File: src/hw/rtl/mpwm_pkg.sv
// Shared types and constants for the multichannel PWM port generator.
// Used by the per-pin lane and the top level; depends on nothing else.
package mpwm_pkg;

   localparam int PORT_WIDTH      = 32;
   localparam int FIELD_TICK_BITS = 16;
   localparam int PIN_INDEX_BITS  = 5;
   localparam int PIN_COUNT_DEF   = 32;
   localparam int TICK_WIDTH_DEF  = 16;

   typedef enum logic [1:0] {
      CMD_TICK   = 2'd0,
      CMD_WRITE  = 2'd1,
      CMD_SET    = 2'd2,
      CMD_UNUSED = 2'd3
   } command_type;

   typedef struct packed {
      command_type                command;
      logic [PIN_INDEX_BITS-1:0]  pin;
      logic                       level;
      logic [FIELD_TICK_BITS-1:0] duty_ticks;
      logic [FIELD_TICK_BITS-1:0] period_ticks;
   } req_type;

   typedef struct packed {
      logic [PORT_WIDTH-1:0] port_word;
      logic                  sample_valid;
   } rsp_type;

   // Per-pin controls decoded from one accepted transaction.
   typedef struct packed {
      logic tick;
      logic write;
      logic load;
      logic level;
   } lane_ctrl_type;

endpackage

File: src/hw/rtl/mpwm_lane.sv
// One PWM pin: duty, period, countdown and the pin's port bit.
// Depends on mpwm_pkg for the lane control struct.
module mpwm_lane import mpwm_pkg::*; #(
   parameter int TICK_WIDTH = TICK_WIDTH_DEF
) (
   input  logic                  clock,
   input  logic                  reset,
   input  logic                  enable,
   input  lane_ctrl_type         ctrl,
   input  logic [TICK_WIDTH-1:0] duty,
   input  logic [TICK_WIDTH-1:0] period,
   output logic                  bit_next
);

   logic [TICK_WIDTH-1:0] duty_ff, duty_in;
   logic [TICK_WIDTH-1:0] period_ff, period_in;
   logic [TICK_WIDTH-1:0] count_ff, count_in;
   logic                  bit_ff, bit_in;

   always_comb begin
      duty_in   = duty_ff;
      period_in = period_ff;
      count_in  = count_ff;
      bit_in    = bit_ff;
      if (ctrl.tick && (duty_ff != '0)) begin
         if (count_ff == '0) begin
            bit_in = ~bit_ff;
            if (bit_ff) begin
               // Falling edge: low time is what the period leaves after the duty.
               count_in = (period_ff > duty_ff) ? (period_ff - duty_ff) : '0;
            end else begin
               count_in = duty_ff;
            end
         end else begin
            count_in = count_ff - 1'b1;
         end
      end else if (ctrl.write) begin
         bit_in = ctrl.level;
      end else if (ctrl.load) begin
         duty_in   = duty;
         period_in = period;
         count_in  = '0;
      end
   end

   always_ff @(posedge clock) begin
      if (reset) begin
         duty_ff   <= '0;
         period_ff <= '0;
         count_ff  <= '0;
         bit_ff    <= 1'b0;
      end else if (enable) begin
         duty_ff   <= duty_in;
         period_ff <= period_in;
         count_ff  <= count_in;
         bit_ff    <= bit_in;
      end
   end

   assign bit_next = bit_in;

endmodule

File: config.mk
export PLATFORM = sky130hd
export DESIGN_NAME = mpwm_lane
export DESIGN_NICKNAME = d
export VERILOG_FILES = /design/src/hw/rtl/mpwm_pkg.sv /design/src/hw/rtl/mpwm_lane.sv
export SDC_FILE = /design/constraint.sdc
export NUM_CORES = 1
export LEC_CHECK = 0
export ABC_AREA = 1
export BUFFER_PORTS_ARGS = -buffer_cell sky130_fd_sc_hd__buf_4
export CAP_MARGIN = 20
export CELL_PAD_IN_SITES_DETAIL_PLACEMENT = 0
export CELL_PAD_IN_SITES_GLOBAL_PLACEMENT = 1
export CORE_UTILIZATION = 42
export DETAILED_ROUTE_END_ITERATION = 8
export MAX_ROUTING_LAYER = met4
export PLACE_DENSITY_LB_ADDON = 0.1
export SETUP_SLACK_MARGIN = 0.4
export SKIP_LAST_GASP = 1
export SLEW_MARGIN = 20
export SYNTH_ARGS = -nofsm -noshare
export SYNTH_HDL_FRONTEND = slang
export SYNTH_SLANG_ARGS = --single-unit
File: constraint.sdc
create_clock -name clock -period 2.45 [get_ports clock]
set_clock_uncertainty 0.2 [all_clocks]
set_input_delay 0.1225 -clock clock [delete_from_list [all_inputs] [get_ports clock]]
set_output_delay 0.1225 -clock clock [all_outputs]
set_load 0.05 [all_outputs]
# Word-level counts from Yosys, hierarchy flattened
# Cells that the tools add are included.
[totals] inputBits=39 reg_bits=49 elab_cells=26
[classes] n_bitwise=3 muxes=9 magnitude_cmp=1 reduce_logical=6 addsub=2 n_eq_ne=1
[op_table] cell="16-bit 2-to-1 mux" n=6
[op_table] cell="16-bit greater-than comparator" n=1
[op_table] cell="16-bit logical NOT" n=1
[op_table] cell="16-bit nonzero test" n=1
[op_table] cell="16-bit by 1-bit subtractor with 16-bit output (second input constant)" n=1
[op_table] cell="16-bit subtractor" n=1
[op_table] cell="4-bit AND reduction" n=1
[op_table] cell="1-bit 2-to-1 mux" n=3
[op_table] cell="1-bit NOT" n=3
[op_table] cell="3-bit AND reduction" n=1
[op_table] cell="2-bit by 1-bit inequality test with 1-bit output (second input constant)" n=1
[op_table] cell="2-bit nonzero test" n=1
[op_table] cell="1-bit logical AND" n=1

# Depth between registers and ports, before layout
[depth] word_depth=5 depth_mapped=16 depth_no_buf=16

# Least setup slack after synthesis
# OpenSTA, ideal clock, no wires.
[synth_timing] path_kind="register to register" startpoint="reg period_ff[0]" endpoint="reg count_ff[15]" setup_time_ns=0.069 t_arrival_ns=1.774 path_stages_with_launch=15 synth_period_minus_slack_ns=2.042 slack_ns=0.408 n_path_buf=0 cell_sequence="dfxtp_1 -> inv_1 -> ha_1 -> fa_1 -> inv_1 -> nand2_1 -> nand2_4 -> nand3_2 -> nand2_4 -> nand2_4 -> a21oi_4 -> nand3_1 -> nand2_1 -> nand2_1 -> a21oi_2"
[synth_between] elab_chain_len=5 word_cells_on_any_way=6 classes_between="1 x add/sub; 1 x order compare; 4 x mux"
[synth_lines] element="from (decl)" line="mpwm_lane.sv:16" text="logic [TICK_WIDTH-1:0] period_ff, period_in;"
[synth_lines] element="from (signal assigned)" line="mpwm_lane.sv:54" text="period_ff <= period_in;"
[synth_lines] element="16-bit subtractor or 16-bit greater-than comparator (tied branches)" line="mpwm_lane.sv:30" text="count_in = (period_ff > duty_ff) ? (period_ff - duty_ff) : '0;"
[synth_lines] element="16-bit 2-to-1 mux *" line="mpwm_lane.sv:30"
[synth_lines] element="16-bit 2-to-1 mux *" line="mpwm_lane.sv:28" text="if (bit_ff) begin"
[synth_lines] element="16-bit 2-to-1 mux *" line="mpwm_lane.sv:26" text="if (count_ff == '0) begin"
[synth_lines] element="16-bit 2-to-1 mux *" line="mpwm_lane.sv:25" text="if (ctrl.tick && (duty_ff != '0)) begin"
[synth_lines] element="to (signal assigned)" line="mpwm_lane.sv:55" text="count_ff <= count_in;"
[synth_lines] element="to (decl)" line="mpwm_lane.sv:17" text="logic [TICK_WIDTH-1:0] count_ff, count_in;"
# Every way passes the cells marked *; elsewhere a longest branch is shown, timed or not.
# A chain may end at the register's enable or synchronous reset.

# Worst setup path in the final report
[layout_timing] startpoint="reg duty_ff[0]" endpoint="reg count_ff[15]"
[layout_between] elab_chain_len=5 word_cells_on_any_way=11 classes_between="1 x add/sub; 1 x order compare; 1 x eq/ne; 4 x mux; 4 x reduce/logical"
[layout_lines] element="from (decl)" line="mpwm_lane.sv:15" text="logic [TICK_WIDTH-1:0] duty_ff, duty_in;"
[layout_lines] element="from (signal assigned)" line="mpwm_lane.sv:53" text="duty_ff <= duty_in;"
[layout_lines] element="16-bit subtractor or 16-bit greater-than comparator (tied branches)" line="mpwm_lane.sv:30"
[layout_lines] element="16-bit 2-to-1 mux" line="mpwm_lane.sv:30"
[layout_lines] element="16-bit 2-to-1 mux" line="mpwm_lane.sv:28"
[layout_lines] element="16-bit 2-to-1 mux" line="mpwm_lane.sv:26"
[layout_lines] element="16-bit 2-to-1 mux" line="mpwm_lane.sv:25"
# Parallel ways exist; a longest one is shown, timed or not.

==> metrics.txt <==
initial core utilization between 40% and 50%; synthesized area 0.00374 sq mm; clk_lat worst skew about 0.31 ns; Syn Inst Count 572; site row count 34; Crit Path Max Fanout 6; ratio of cells with drive above 1 in the final layout between 20% and 30%; first-pass GRT wire length approximately 17 mm; Top FF cell, synth dfxtp_1; DR iter-0 viols between 100 and 150; I/O Buffers 39; synth top area cells dfxtp_1 (26%), nand2_1 (17%), a21oi_1 (7.5%), ha_1 (6.0%), inv_1 (6.0%); most common cell after layout, fill and taps aside nand2_1; post-synth top area share 26.2%; post-synthesis register bit count 49; Mapped Avg Cell Area 6.54 sq um; Most common cell on crit path nand2_4; Initial DRT Pass Iterations 4; FFs w/ async S/R, synth 0%; setup repair after global routing missed its margin true; CP max stage cell dfxtp_4; Clock Pin Slew Worst Setup and Hold Paths about 0.10 ns; WL/cell between 10 and 15 um; fin nets around 710; number of synthesized flops with an enable pin 0; Final Max Tran Viols 0; DRC Markers 0; fmax 0.467 GHz; Max transition margin around 57%; yosys warns 0; vias around 3800; Root Buffer clkbuf_8; commonest non-fill, non-tap cells in the layout nand2_1 (164), inv_1 (56), a21oi_1 (55), buf_4 (54), nor2_1 (45); pwr dens approximately 1300 mW/mm^2; sequential fraction of the synthesis area around a quarter; Hold Fails Final Rpt 0; GR Overflow Total 0; worst vdd ir around 0.53 mV; crit path kind flip-flop to flip-flop; CP Data Arrival Time between 2 and 2.5 ns; Yosys cell types 40; core area a little under 0.009 sq mm; data required time at the worst endpoint ~2.5 ns; Layout area overhead 33.0%; global placement routability congestion 0.931; Worst-Margin Slew roughly 0.64 ns; Via density approximately 4.9; CP cell instances ha_4, fa_2, inv_2, nand2_2, nand2_4, nand3_4, nand2_4, nand2_4, a21oi_4, nand3_1, nand2_1, nand2_1, a21oi_2; leakage approximately 0.0023 uW; Num CTS Buffers 5; Setup crit start kind flip-flop; Hold Path Class input pin to flip-flop; antenna cells 0; H-tree Lvls 2; CTS sink cnt 49; period utilisation layout between 80% and 90%; Synth Net Count 630; CTS tree done; vias in the first global route ~3500; die width a little under 100 um; Post-DP HPWL about 8 mm; post-synth top area cell dfxtp_1; Fin Setup TNS 0 ns; status complete, no violations; count of final setup violators 0; Die Height between 90 and 100 um; CP Capture Type flip-flop; Total GRT Usage roughly a quarter; largest net degree at the start of global routing 50; initial antenna violation count 0; Tmin final between 2 and 2.5 ns; I/O pin cnt 40; clock buffer depth 2; Layout Cells excl Fill ~760; final antenna-violating net count 0; die area between 0.009 and 0.01 sq mm; Worst path max stage delay 0.37 ns; WL final just over 10 mm; Post-Place Cells between 700 and 800; reported max-cap violation count 0
worst max-delay path, delay by kind of cell, from the launching register on:
kind                     cells  cell delay [ns]
AND/OR/NAND/NOR              8             0.62
AO/OA/AOI/OAI                2             0.32
flip-flops                   1             0.37
buffers and inverters        1             0.06
adder cells (fa/ha/maj)      2             0.51
registers in the layout, indices dropped and copies added, names as in the netlist:
register   cells
duty_ff       16
bit_ff         1
count_ff      16
period_ff     16
cells in the mapped netlist (3+ instances only):
master / n
inv_1: 60
a21oi_1: 56
a211oi_1: 7
nor2_1: 55
o21ai_1: 16
buf_6: 3
nor3_1: 3
buf_2: 5
nand2_4: 6
a21oi_2: 14
nand4_1: 6
o21ai_0: 3
inv_2: 14
nor2_2: 6
xnor2_1: 10
nand3_1: 21
o21ai_2: 3
xor2_1: 3
nand2_1: 170
clkbuf_1: 5
dfxtp_1: 49
ha_1: 18
a211oi_2: 10
nand3b_1: 3
nand2_2: 7
cell type report:
class | instances | area (sq um)
well taps | 108 | 135
repair buffers | 89 | 767
fillers | 851 | 3710
flip-flops and latches | 49 | 1000
inverters | 78 | 303
clock buffers | 6 | 72.6
clock inverters | 2 | 38.8
multi-input cells | 431 | 2660
layer usage:
layer,GRT usage (%),part of all wire [%],up-vias
met5,-,0,-
met4,3.31,0.90,0
met3,2.84,2.8,7
met2,42.1,48,61
met1,30.4,49,1687
li1,-,-,2000
worst paths after layout:
| path | endpoint | slack [ns] | startpoint | depth (start not counted) |
|---|---|---|---|---|
| setup / recovery | count_ff[15] | 0.31 | duty_ff[0] | 13 |
| hold / removal | period_ff[3] | 0.13 | ctrl[3] | 5 |
| setup reg to reg | count_ff[15] | 0.31 | duty_ff[0] | 13 |
| hold reg to reg | period_ff[10] | 0.28 | period_ff[10] | 2 |
cell families after synthesis:
kind of cell / synth area share (%)
AOI/OAI and AO/OA: 19.4
DFF: 26.2
buffers and inverters: 10.8
adders and majority gates: 6.56
and+or+nand+nor: 33.9
xor gates and xnor gates: 3.05
timing repair:
| item | 4_1_cts | 5_1_grt |
|---|---|---|
| gates resized for setup | 52 | 24 |
| hold endpoints to repair | 33 | 0 |
| pin swaps | 13 | 10 |
| buffers inserted | 6 | 6 |
| cloned | 1 | 0 |
| hold buffers | 33 | 0 |
| endpoints found under the setup margin | 20 | 46 |
where the power goes:
part	total, uW	leakage, uW	switching, uW	internal, uW
clock	607	0.0000554	299	307
combinational	4650	0.00180	2770	1890
sequential	1140	0.000404	192	944
total	6400	0.00226	3260	3140
metrics by stage:
stage / instance area [sq um] / total power [uW] / util, % / setup slack (ns) / hold slack, ns
after floorplan: 3740 / 4280 / - / 0.408 / 0.0646
after global placement: 4110 / 5180 / 47.4 / 0.0787 / 0.173
after detailed placement: 4110 / 5150 / 47.4 / 0.0389 / 0.182
after CTS: 4830 / 6080 / 55.6 / 0.268 / 0.129
after global routing: 4970 / 6980 / 57.3 / 0.219 / 0.138
final: 4970 / 6400 / 57.3 / 0.310 / 0.127
No activity file was read; power rests on OpenSTA's default activity.
